## config.mk

```make
export PLATFORM = sky130hd
export DESIGN_NAME = utf16_to_utf8_transcoder
export DESIGN_NICKNAME = d
export VERILOG_FILES = /design/src/rtl/core/u16u8_pkg.sv /design/src/rtl/core/u16u8_front.sv /design/src/rtl/core/u16u8_fifo.sv /design/src/rtl/core/u16u8_back.sv /design/src/rtl/core/utf16_to_utf8_transcoder.sv
export SDC_FILE = /design/constraint.sdc
export NUM_CORES = 1
export LEC_CHECK = 0
export ABC_CLOCK_PERIOD_IN_PS = 4000
export BUFFER_PORTS_ARGS = -buffer_cell sky130_fd_sc_hd__buf_2
export CAP_MARGIN = 10
export CORE_UTILIZATION = 45
export CTS_CLUSTER_DIAMETER = 80
export DETAILED_ROUTE_END_ITERATION = 8
export HOLD_SLACK_MARGIN = 0.06
export PLACE_DENSITY = 0.66
export SKIP_LAST_GASP = 1
export SLEW_MARGIN = 15
export SYNTH_ARGS = -nofsm -noshare
export SYNTH_HDL_FRONTEND = slang
export SYNTH_SLANG_ARGS = --single-unit
```

## constraint.sdc

```tcl
create_clock -name clk_i -period 4 [get_ports clk_i]
set_clock_uncertainty 0.2 [all_clocks]
set_input_delay 0 -clock clk_i [delete_from_list [all_inputs] [get_ports clk_i]]
set_output_delay 0 -clock clk_i [all_outputs]
set_load 0.01 [all_outputs]
```

## src/rtl/core/u16u8_pkg.sv

```systemverilog
// ---------------------------------------------------------------------------
// u16u8_pkg: shared types and constants for the UTF-16 to UTF-8 transcoder
// Code point queue entry, UTF-16 range limits and UTF-8 byte formation.
// ---------------------------------------------------------------------------
package u16u8_pkg;

  localparam int unsigned UnitW  = 16;
  localparam int unsigned PointW = 21;
  localparam int unsigned LenW   = 2;   // encoded length minus one
  localparam int unsigned ByteW  = 8;

  localparam logic [UnitW-1:0] HiSurFirst = 16'hD800;
  localparam logic [UnitW-1:0] HiSurLast  = 16'hDBFF;
  localparam logic [UnitW-1:0] LoSurFirst = 16'hDC00;
  localparam logic [UnitW-1:0] LoSurLast  = 16'hDFFF;
  localparam logic [PointW-1:0] PlaneBase = 21'h10000;

  localparam logic [PointW-1:0] Max1Byte = 21'h7F;
  localparam logic [PointW-1:0] Max2Byte = 21'h7FF;
  localparam logic [PointW-1:0] Max3Byte = 21'hFFFF;

  // Encoded length codes (bytes minus one)
  localparam logic [LenW-1:0] Len1 = 2'd0;
  localparam logic [LenW-1:0] Len2 = 2'd1;
  localparam logic [LenW-1:0] Len3 = 2'd2;
  localparam logic [LenW-1:0] Len4 = 2'd3;

  localparam logic [ByteW-1:0] Lead2 = 8'hC0;
  localparam logic [ByteW-1:0] Lead3 = 8'hE0;
  localparam logic [ByteW-1:0] Lead4 = 8'hF0;
  localparam logic [ByteW-1:0] Cont  = 8'h80;

  typedef struct packed {
    logic [PointW-1:0] point;
    logic [LenW-1:0]   len;
  } cp_item_t;

  localparam int unsigned ItemW = $bits(cp_item_t);

  // Byte idx (0 = lead) of the encoding of point, length code len.
  function automatic logic [ByteW-1:0] utf8_byte(input logic [PointW-1:0] point,
                                                 input logic [LenW-1:0] len,
                                                 input logic [LenW-1:0] idx);
    logic [LenW-1:0]  rem;
    logic [ByteW-1:0] res;
    rem = len - idx;
    res = '0;
    if (idx == Len1) begin
      case (len)
        Len1:    res = {1'b0, point[6:0]};
        Len2:    res = Lead2 | {3'b000, point[10:6]};
        Len3:    res = Lead3 | {4'b0000, point[15:12]};
        Len4:    res = Lead4 | {5'b00000, point[20:18]};
        default: res = '0;
      endcase
    end else begin
      case (rem)
        2'd0:    res = Cont | {2'b00, point[5:0]};
        2'd1:    res = Cont | {2'b00, point[11:6]};
        2'd2:    res = Cont | {2'b00, point[17:12]};
        default: res = Cont;
      endcase
    end
    return res;
  endfunction

endpackage

```

## src/rtl/core/u16u8_front.sv

```systemverilog
// ---------------------------------------------------------------------------
// u16u8_front: code unit intake and classification
// Tracks the pending surrogate value and pushes complete code points,
// tagged with their UTF-8 length, into the queue.
// ---------------------------------------------------------------------------
module u16u8_front (
  input  logic                              clk_i,
  input  logic                              rst_ni,
  input  logic                              in_valid_i,
  output logic                              in_ready_o,
  input  logic [u16u8_pkg::UnitW-1:0]       code_unit_i,
  output logic                              push_o,
  output u16u8_pkg::cp_item_t               push_item_o,
  input  logic                              push_ready_i
);

  logic [u16u8_pkg::PointW-1:0] pending_q, pending_d;
  logic [u16u8_pkg::PointW-1:0] cp;
  logic is_zero, is_hi, is_lo, accept;

  assign in_ready_o = push_ready_i;
  assign accept     = in_valid_i && push_ready_i;

  assign is_zero = (code_unit_i == '0);
  assign is_hi   = (code_unit_i >= u16u8_pkg::HiSurFirst) &&
                   (code_unit_i <= u16u8_pkg::HiSurLast);
  assign is_lo   = (code_unit_i >= u16u8_pkg::LoSurFirst) &&
                   (code_unit_i <= u16u8_pkg::LoSurLast);

  // Surrogate offsets are the low ten bits of the unit.
  always_comb begin
    if (is_lo) begin
      cp = pending_q | {11'd0, code_unit_i[9:0]};
    end else begin
      cp = {5'd0, code_unit_i};
    end
  end

  always_comb begin
    pending_d = pending_q;
    if (accept) begin
      if (is_hi) begin
        pending_d = {1'b0, code_unit_i[9:0], 10'd0} + u16u8_pkg::PlaneBase;
      end else begin
        pending_d = '0;
      end
    end
  end

  always_comb begin
    push_item_o.point = cp;
    if (cp <= u16u8_pkg::Max1Byte) begin
      push_item_o.len = u16u8_pkg::Len1;
    end else if (cp <= u16u8_pkg::Max2Byte) begin
      push_item_o.len = u16u8_pkg::Len2;
    end else if (cp <= u16u8_pkg::Max3Byte) begin
      push_item_o.len = u16u8_pkg::Len3;
    end else begin
      push_item_o.len = u16u8_pkg::Len4;
    end
  end

  assign push_o = accept && !is_zero && !is_hi;

  always_ff @(posedge clk_i or negedge rst_ni) begin
    if (!rst_ni) begin
      pending_q <= '0;
    end else begin
      pending_q <= pending_d;
    end
  end

endmodule

```

## src/rtl/core/u16u8_fifo.sv

```systemverilog
// ---------------------------------------------------------------------------
// u16u8_fifo: short register queue
// Decouples the intake side from the byte serializer.
// ---------------------------------------------------------------------------
module u16u8_fifo #(
  parameter int unsigned Width = 23,
  parameter int unsigned Depth = 4
) (
  input  logic             clk_i,
  input  logic             rst_ni,
  input  logic             push_i,
  input  logic [Width-1:0] push_data_i,
  output logic             push_ready_o,
  input  logic             pop_i,
  output logic [Width-1:0] pop_data_o,
  output logic             pop_valid_o
);

  localparam int unsigned PtrW = (Depth > 1) ? $clog2(Depth) : 1;
  localparam int unsigned CntW = $clog2(Depth + 1);

  logic [Width-1:0] mem_q [Depth];
  logic [PtrW-1:0]  wr_ptr_q, rd_ptr_q;
  logic [CntW-1:0]  count_q;
  logic             do_push, do_pop;

  assign push_ready_o = (count_q != CntW'(Depth));
  assign pop_valid_o  = (count_q != '0);
  assign pop_data_o   = mem_q[rd_ptr_q];
  assign do_push      = push_i && push_ready_o;
  assign do_pop       = pop_i && pop_valid_o;

  function automatic logic [PtrW-1:0] next_ptr(input logic [PtrW-1:0] p);
    return (p == PtrW'(Depth - 1)) ? '0 : p + 1'b1;
  endfunction

  always_ff @(posedge clk_i) begin
    if (do_push) begin
      mem_q[wr_ptr_q] <= push_data_i;
    end
  end

  always_ff @(posedge clk_i or negedge rst_ni) begin
    if (!rst_ni) begin
      wr_ptr_q <= '0;
      rd_ptr_q <= '0;
      count_q  <= '0;
    end else begin
      if (do_push) wr_ptr_q <= next_ptr(wr_ptr_q);
      if (do_pop)  rd_ptr_q <= next_ptr(rd_ptr_q);
      if (do_push && !do_pop) begin
        count_q <= count_q + 1'b1;
      end else if (do_pop && !do_push) begin
        count_q <= count_q - 1'b1;
      end
    end
  end

endmodule

```

## src/rtl/core/u16u8_back.sv

```systemverilog
// ---------------------------------------------------------------------------
// u16u8_back: UTF-8 byte serializer
// Walks one queued code point byte by byte into a registered output stage.
// ---------------------------------------------------------------------------
module u16u8_back (
  input  logic                        clk_i,
  input  logic                        rst_ni,
  input  logic                        pop_valid_i,
  input  u16u8_pkg::cp_item_t         pop_item_i,
  output logic                        pop_o,
  output logic                        out_valid_o,
  input  logic                        out_ready_i,
  output logic [u16u8_pkg::ByteW-1:0] out_byte_o,
  output logic                        last_byte_o
);

  logic                          busy_q;
  logic [u16u8_pkg::PointW-1:0]  point_q;
  logic [u16u8_pkg::LenW-1:0]    len_q, idx_q;
  logic                          out_valid_q, out_last_q;
  logic [u16u8_pkg::ByteW-1:0]   out_byte_q;
  logic                          advance, is_last;

  assign advance = busy_q && (!out_valid_q || out_ready_i);
  assign is_last = (idx_q == len_q);
  // Load the next code point while the final byte of this one goes out.
  assign pop_o   = pop_valid_i && (!busy_q || (advance && is_last));

  always_ff @(posedge clk_i or negedge rst_ni) begin
    if (!rst_ni) begin
      busy_q      <= 1'b0;
      idx_q       <= '0;
      out_valid_q <= 1'b0;
    end else begin
      if (pop_o) begin
        busy_q <= 1'b1;
        idx_q  <= '0;
      end else if (advance) begin
        if (is_last) begin
          busy_q <= 1'b0;
        end else begin
          idx_q <= idx_q + 1'b1;
        end
      end
      if (advance) begin
        out_valid_q <= 1'b1;
      end else if (out_ready_i) begin
        out_valid_q <= 1'b0;
      end
    end
  end

  always_ff @(posedge clk_i) begin
    if (pop_o) begin
      point_q <= pop_item_i.point;
      len_q   <= pop_item_i.len;
    end
    if (advance) begin
      out_byte_q <= u16u8_pkg::utf8_byte(point_q, len_q, idx_q);
      out_last_q <= is_last;
    end
  end

  assign out_valid_o = out_valid_q;
  assign out_byte_o  = out_byte_q;
  assign last_byte_o = out_last_q;

endmodule

```

## src/rtl/core/utf16_to_utf8_transcoder.sv

```systemverilog
// Throughput: one UTF-8 byte per cycle from the serializer while out_ready_i is high and
//   code points are queued; high surrogates and zero units are taken but emit nothing.
// Reset (rst_ni low, async): pending surrogate cleared, queue and output emptied.
// ---------------------------------------------------------------------------
// utf16_to_utf8_transcoder: UTF-16 code unit stream to UTF-8 byte stream
// Front end pairs surrogates and sizes code points, a short queue decouples
// it from the back end, which serializes bytes into an output register.
// ---------------------------------------------------------------------------
module utf16_to_utf8_transcoder #(
  parameter int unsigned QueueDepth = 4   // code points buffered between stages
) (
  input  logic                        clk_i,
  input  logic                        rst_ni,
  // input channel: one UTF-16 code unit per transfer
  input  logic                        in_valid_i,
  output logic                        in_ready_o,
  input  logic [u16u8_pkg::UnitW-1:0] code_unit_i,
  // output channel: one UTF-8 byte per transfer
  output logic                        out_valid_o,
  input  logic                        out_ready_i,
  output logic [u16u8_pkg::ByteW-1:0] out_byte_o,
  output logic                        last_byte_o
);

  logic                 push, push_ready, pop, pop_valid;
  u16u8_pkg::cp_item_t  push_item, pop_item;

  // Intake: a unit is taken whenever the queue has room, even if it emits nothing.
  u16u8_front u_front (
    .clk_i        (clk_i),
    .rst_ni       (rst_ni),
    .in_valid_i   (in_valid_i),
    .in_ready_o   (in_ready_o),
    .code_unit_i  (code_unit_i),
    .push_o       (push),
    .push_item_o  (push_item),
    .push_ready_i (push_ready)
  );

  // Queue of complete code points with their encoded length.
  u16u8_fifo #(
    .Width (u16u8_pkg::ItemW),
    .Depth (QueueDepth)
  ) u_fifo (
    .clk_i        (clk_i),
    .rst_ni       (rst_ni),
    .push_i       (push),
    .push_data_i  (push_item),
    .push_ready_o (push_ready),
    .pop_i        (pop),
    .pop_data_o   (pop_item),
    .pop_valid_o  (pop_valid)
  );

  // Serializer: one byte per cycle while code points are queued, stalls only on out_ready_i.
  u16u8_back u_back (
    .clk_i       (clk_i),
    .rst_ni      (rst_ni),
    .pop_valid_i (pop_valid),
    .pop_item_i  (pop_item),
    .pop_o       (pop),
    .out_valid_o (out_valid_o),
    .out_ready_i (out_ready_i),
    .out_byte_o  (out_byte_o),
    .last_byte_o (last_byte_o)
  );

endmodule

```

==> out/metrics.yaml, run 1 <==
status:
  status: "finished, final reports clean"
route:
  wl_um: 11500
  drt_first_pass_iters: 4
  num_vias: 3281
  drc_errors: 0
  wl_per_cell_um: 19.2
  vias_per_cell: 5.48
  postRouteAntennaNets: 0
  first_iter_violations: 196
global_routing:
  antenna_found_initial: 0
  grt_pass1_vias: 3475
  track_usage_pct: 18.1
  grt_pass1_wl_um: 18700
  grt_max_degree: 28
  overflow: 0
hold_path:
  hold_class: "in -> reg"
clock_tree:
  path_clk_slew_ps: 50
  root_buffer: "clkbuf_16"
  numClockSinks: 146
  clock_latency_ps: 410
  h-tree-depth: 4
  clk_path_buf_depth: 2
  numCtsBuffers: 17
  cts_tree: "built"
floorplan:
  ios: 31
  die-area_um2: 14100
  core-area_um2: 13300
  rows: 42
  start_util_pct: 46.2
  die_y_um: 119
  die_x_um: 119
sta:
  drv_slew: 0
  rsz0062_at_grt: "no"
  period_share_pct: 72.0
  relSlewSlack_pct: 24.0
  fin_setup_tns_ps: 0
  tightest_slew_ps: 1140
  max_freq_mhz: 347
  timing.hold.ws_ps: 142
  hold_viol: 0
  finalSetupViolCount: 0
  period_minus_slack_ps: 2880
setup_path:
  crit_type: "reg -> reg"
  crit_arrival_ps: 2970
  cpPeakStageDelay_ps: 540
  cp-end-kind: "register"
  cp-start-kind: "register"
  cp_common_cell: "inv_1"
  crit_chain: "inv_1 -> ha_1 -> nand3_1 -> nand2_1 -> o31a_1 -> inv_1 -> ha_1 -> inv_1 -> fa_1 -> mux2_2"
  worstPathMaxFanout: 10
  worstPathRequired_ps: 4090
  critPathSlowestCell: "edfxtp_1"
yosys:
  postSynth.asyncResetShare_pct: 15.1
  synth_cells: 347
  postSynthAreaPerCell_um2: 17.7
  synth_edf_count: 124
  synth_flop_cell: "edfxtp_1"
  syn_area_um2: 6140
  yosys_register_bits: 146
  ys_types: 55
  ys.warnings.count: 0
  synth_nets: 379
  yosysSeqAreaShare_pct: 69.6
power_and_ir_drop:
  power_density_nw_per_um2: 718
  power.leakage_nw: 2.62
  peakVddDrop_mv: 0.332
layout:
  layout_commonest_cell: "edfxtp_1"
  final_nets: 442
  finalNonFillerCells: 599
  final_area_um2: 7260
  antennaDiodeCount: 0
  drive_gt1_share_pct: 25.1
  fin_util_pct: 54.6
  final_cell_mix: "124 x edfxtp_1, 31 x buf_2, 26 x mux4_2, 22 x dfrtp_1, 21 x dlygate4sd3_1"
  fill_cells: 1031
  syn2layout_area_growth_pct: 18.2
placed_design:
  hpwl_um: 7720
  place_inst: 545
  dpl-instance-area_um2: 6490
  portBuffers: 30
  gp_congestion: 0.903
run:
  maxCapViolations: 0
==> sequential cells by signal, indices dropped and copies added (netlist names) <==
name,cells
u_fifo.count_q,3
u_fifo.rd_ptr_q,2
u_back.point_q,21
u_fifo.mem_q,92
u_back.idx_q,2
u_back.last_byte_o,1
u_fifo.wr_ptr_q,2
u_front.pending_q,11
u_back.out_byte_o,8
u_back.busy_q,1
u_back.out_valid_o,1
u_back.len_q,2
==> metrics by stage <==
step                      total power, mW  worst slack (ps)
after CTS                            5.26              1090
final                                5.21              1120
after floorplan                      3.37               455
after global routing                 5.49               892
after detailed placement             3.77              1110
after global placement               3.71              1210
==> critical path: cells and delay by family, from the launching register on <==
| kind | cells | cell delay [ps] |
|---|---|---|
| fa+ha+maj | 3 | 1100 |
| simple gates | 2 | 250 |
| compound gates | 1 | 170 |
| mux | 1 | 270 |
| buf+inv | 3 | 230 |
| flops | 1 | 540 |
==> synth_stat cells (all sizes together), types with 2 or more instances <==
cell type	count	area share (%)
nand2b	4	0.53
and2	10	1.0
nor2	14	0.90
mux4	26	9.5
xor2	4	0.69
o31a	5	0.73
inv	13	0.79
a31oi	8	0.82
edfxtp	124	61
nand3b	3	0.37
nand2	19	1.2
ha	11	2.2
nor2b	3	0.31
dfrtp	22	9.0
nand4	4	0.51
o21ai	3	0.24
a22o	11	1.6
mux2	10	2.0
xnor2	4	0.88
nor4	4	0.65
clkbuf	6	0.37
or4	2	0.31
nand3	4	0.49
buf	9	0.79
o31ai	2	0.24
a21oi	6	0.49
a211oi	2	0.33
==> report_power, final <==
group / internal [mW] / switching (mW) / leakage, nW
sequential: 2.13 / 0.212 / 1.43
clock: 0.925 / 0.548 / 0.265
combinational: 0.663 / 0.731 / 0.921
total: 3.72 / 1.49 / 2.62
==> what timing repair did <==
action                                 in CTS  in global routing
endpoints found under the hold margin     103                  8
buffers inserted                            0                  0
hold buffers                               21                  1
gates resized for setup                     0                  0
==> worst paths after layout <==
check                           startpoint                    end  slack [ps]  depth (start not counted)
max in group asynchronous           rst_ni  u_front.pending_q[10]        2680                          4
max                        u_back.len_q[0]      u_fifo.count_q[1]        1120                         10
min reg2reg                  u_back.busy_q     u_back.out_valid_o         300                          1
min in group asynchronous           rst_ni        u_back.idx_q[0]         530                          4
max reg2reg                u_back.len_q[0]      u_fifo.count_q[1]        1120                         10
min                             in_valid_i  u_front.pending_q[11]         140                          3
==> layout make-up <==
type                       instances  area (µm²)  share of cell area (%)
tap                              176         220                    3.03
timing repair buffer              59         418                    5.76
sequential                       146        4270                    58.9
clock inverter                     8        88.8                    1.22
clock buffer                      24         462                    6.36
inverter                          13        48.8                   0.672
multi-input combinational        173        1750                    24.1
==> routing by layer <==
metal | part of all wire [%] | vias to the layer above | track usage, %
met5 | 0 | - | 0
met4 | 1.7 | 0 | 6.88
met3 | 3.5 | 18 | 5.56
met2 | 52 | 98 | 30.2
met1 | 43 | 1670 | 22.3
li1 | - | 1495 | -
==> cell families after synthesis <==
group	after synthesis	share of synthesized area (%)
AOI/OAI and AO/OA	42	5.22
DFF	146	69.6
and+or+nand+nor	74	7.44
xor gates and xnor gates	8	1.57
adders and majority gates	12	2.57
buffers and inverters	28	1.96
muxes	37	11.7
(Power assumes the default switching activity.)
==> inputs of run 2 (changes only) <==
Settings changed: ABC_CLOCK_PERIOD_IN_PS 4000 to 3000.
Clock period 4 ns to 3 ns, I/O delays scaled along.
==> run 2 against run 1 <==
Net effect:
- sequential power increased by 30%
- final cell count increased by 1.2%
- largest cell class unchanged
- final area increased by 1.8%
- via count decreased by 0.27%
==> out/metrics.yaml, run 2 (synthesized netlist as in run 1, its figures left out) <==
route:
  num_vias: 3272  # was 3,281
  drt_first_pass_iters: 4  # unchanged
  first_iter_violations: 199  # was 196
  drc_errors: 0  # unchanged
  wl_per_cell_um: 18.6  # was 19.2 µm
  vias_per_cell: 5.40  # was 5.48
  wl_um: 11300  # was 11,500 µm
  postRouteAntennaNets: 0  # unchanged
floorplan:
  ios: 31  # unchanged
  rows: 42  # unchanged
  die-area_um2: 14100  # unchanged
  die_y_um: 119  # unchanged
  core-area_um2: 13300  # unchanged
  start_util_pct: 46.2  # unchanged
  die_x_um: 119  # unchanged
global_routing:
  grt_pass1_wl_um: 18300  # was 18,700 µm
  overflow: 0  # unchanged
  grt_pass1_vias: 3394  # was 3,475
  antenna_found_initial: 0  # unchanged
  track_usage_pct: 17.9  # was 18.1%
  grt_max_degree: 28  # unchanged
sta:
  relSlewSlack_pct: 61.6  # was 24.0%
  finalSetupViolCount: 0  # unchanged
  max_freq_mhz: 379
  timing.hold.ws_ps: 204  # was 142 ps
  period_share_pct: 87.9
  drv_slew: 0  # unchanged
  tightest_slew_ps: 576  # was 1140 ps
  fin_setup_tns_ps: 0  # unchanged
  fin_ws_ps: 364  # was 1120 ps
  rsz0062_at_grt: "no"  # unchanged
  period_minus_slack_ps: 2640
  hold_viol: 0  # unchanged
layout:
  final_area_um2: 7390  # was 7260 µm²
  final_cell_mix: "124 x edfxtp_1, 30 x buf_2, 26 x mux4_2, 23 x dlygate4sd3_1, 22 x dfrtp_1"  # was 124 x edfxtp_1, 31 x buf_2, 26 x mux4_2, 22 x dfrtp_1, 21 x dlygate4sd3_1
  layout_commonest_cell: "edfxtp_1"  # unchanged
  regMostFlops: "u_fifo.mem_q"  # unchanged
  largest_reg_flops: 92  # unchanged
  final_nets: 449  # was 442
  reg.largest.list: "u_fifo.mem_q x92, u_back.point_q x21, u_front.pending_q x11"  # unchanged
  drive_gt1_share_pct: 27.7  # was 25.1%
  finalNonFillerCells: 606  # was 599
  fill_cells: 1050  # was 1,031
  fin_util_pct: 55.6  # was 54.6%
  antennaDiodeCount: 0  # unchanged
  syn2layout_area_growth_pct: 20.3  # was 18.2%
setup_path:
  r2r_start: "u_back.len_q[1]"  # was u_back.len_q[0]
  reg2reg_depth: 9  # was 10
  cpPeakStageDelay_ps: 530  # was 540 ps
  critPathSlowestCell: "dlygate4sd3_1"  # was edfxtp_1
  worstPathRequired_ps: 3100  # was 4090 ps
  worstPathMaxFanout: 8  # was 10
  crit_chain: "dlygate4sd3_1 -> buf_2 -> inv_1 -> ha_1 -> nor4b_1 -> nand4_1 -> a211oi_2 -> nor2_2 -> ha_1 -> inv_1 -> fa_1 -> mux2_2"  # was inv_1 -> ha_1 -> nand3_1 -> nand2_1 -> o31a_1 -> inv_1 -> ha_1 -> inv_1 -> fa_1 -> mux2_2
  crit_type: "in -> reg"  # was reg -> reg
  cp-end-kind: "register"  # unchanged
  timing.rr.end: "u_fifo.count_q[1]"  # unchanged
  cp-start-kind: "input pin"  # was register
  reg2reg_slack_ps: 470  # was 1120 ps
  startpoint: "code_unit_i[6]"  # was u_back.len_q[0]
  crit_arrival_ps: 2730  # was 2970 ps
hold_path:
  hp-start: "code_unit_i[7]"  # was in_valid_i
  hold_class: "in -> reg"  # unchanged
  whs_path_depth: 2  # was 3
  min_to: "u_fifo.mem_q[1][9]"  # was u_front.pending_q[11]
clock_tree:
  numClockSinks: 146  # unchanged
  clock_latency_ps: 410  # about the same
  path_clk_slew_ps: 60  # was 50 ps
  root_buffer: "clkbuf_16"  # unchanged
  clk_path_buf_depth: 2  # unchanged
  h-tree-depth: 4  # unchanged
  cts_tree: "built"  # unchanged
  numCtsBuffers: 17  # unchanged
placed_design:
  place_inst: 549  # was 545
  gp_congestion: 0.833  # was 0.903
  hpwl_um: 7250  # was 7720 µm
  portBuffers: 30  # unchanged
  place_ws_ps: 464  # was 1110 ps
  dpl-instance-area_um2: 6530  # was 6490 µm²
power_and_ir_drop:
  totalPowerFinal_mw: 7.11  # was 5.21 mW
  power.leakage_nw: 2.69  # was 2.62 nW
  peakVddDrop_mv: 0.468  # was 0.332 mV
  power_density_nw_per_um2: 963  # was 718 nW/µm²
status:
  status: "finished, final reports clean"  # unchanged
run:
  maxCapViolations: 0  # unchanged
==> run 2: changes by cell type in the layout (fill, tap and decap cells not counted), moves of 2 or more <==
| cell | previous run | this run |
|---|---|---|
| clkbuf_1 | 6 | 0 |
| buf_4 | 7 | 11 |
| clkinv_2 | 2 | 5 |
| clkinvlp_4 | 1 | 4 |
| clkinv_1 | 3 | 1 |
| dlygate4sd3_1 | 21 | 23 |
==> run 2: layout make-up <==
cell class	count	area [µm²]	share of cell area, %
Multi-Input combinational cell	173	1760	23.8
Sequential cell	146	4270	57.9
Tap cell	176	220	2.98
Clock inverter	15	166	2.25
Clock buffer	17	425	5.76
Timing Repair Buffer	66	495	6.71
Inverter	13	48.8	0.661
==> run 2: metal layers <==
layer | track usage [%] | up-vias | share of wire (%)
li1 | - | 1505 | -
met1 | 23.4 | 1661 | 45
met2 | 28.9 | 91 | 49
met3 | 4.26 | 15 | 4.6
met4 | 7.20 | 0 | 1.5
met5 | 0 | - | 0
==> run 2: what timing repair did <==
action,in CTS,in global routing
gates resized for setup,0,1
endpoints found under the hold margin,105,0
setup buffers,0,0
setup endpoints to repair,0,1
hold buffers,25,0
==> run 2: worst max-delay path by stage <==
stage                     cells after the start                    end
after global placement                       11      u_fifo.count_q[1]
after global routing                         12      u_fifo.count_q[1]
after floorplan                              12      u_fifo.count_q[1]
final                                        12      u_fifo.count_q[1]
after detailed placement                     11      u_fifo.count_q[1]
after CTS                                     8  u_front.pending_q[10]
==> run 2: worst max-delay path: cells and delay by family <==
kind / cells / cell delay (ps)
AND/OR/NAND/NOR: 3 / 530
adder cells (fa/ha/maj): 3 / 750
AO/OA/AOI/OAI: 1 / 310
multiplexers: 1 / 270
buffers and inverters: 4 / 870
==> run 2: report_power, final <==
part / internal (mW) / switching [mW] / total [mW]
Clock: 1.30 / 0.788 / 2.09
Sequential: 2.84 / 0.208 / 3.05
Combinational: 0.909 / 1.07 / 1.98
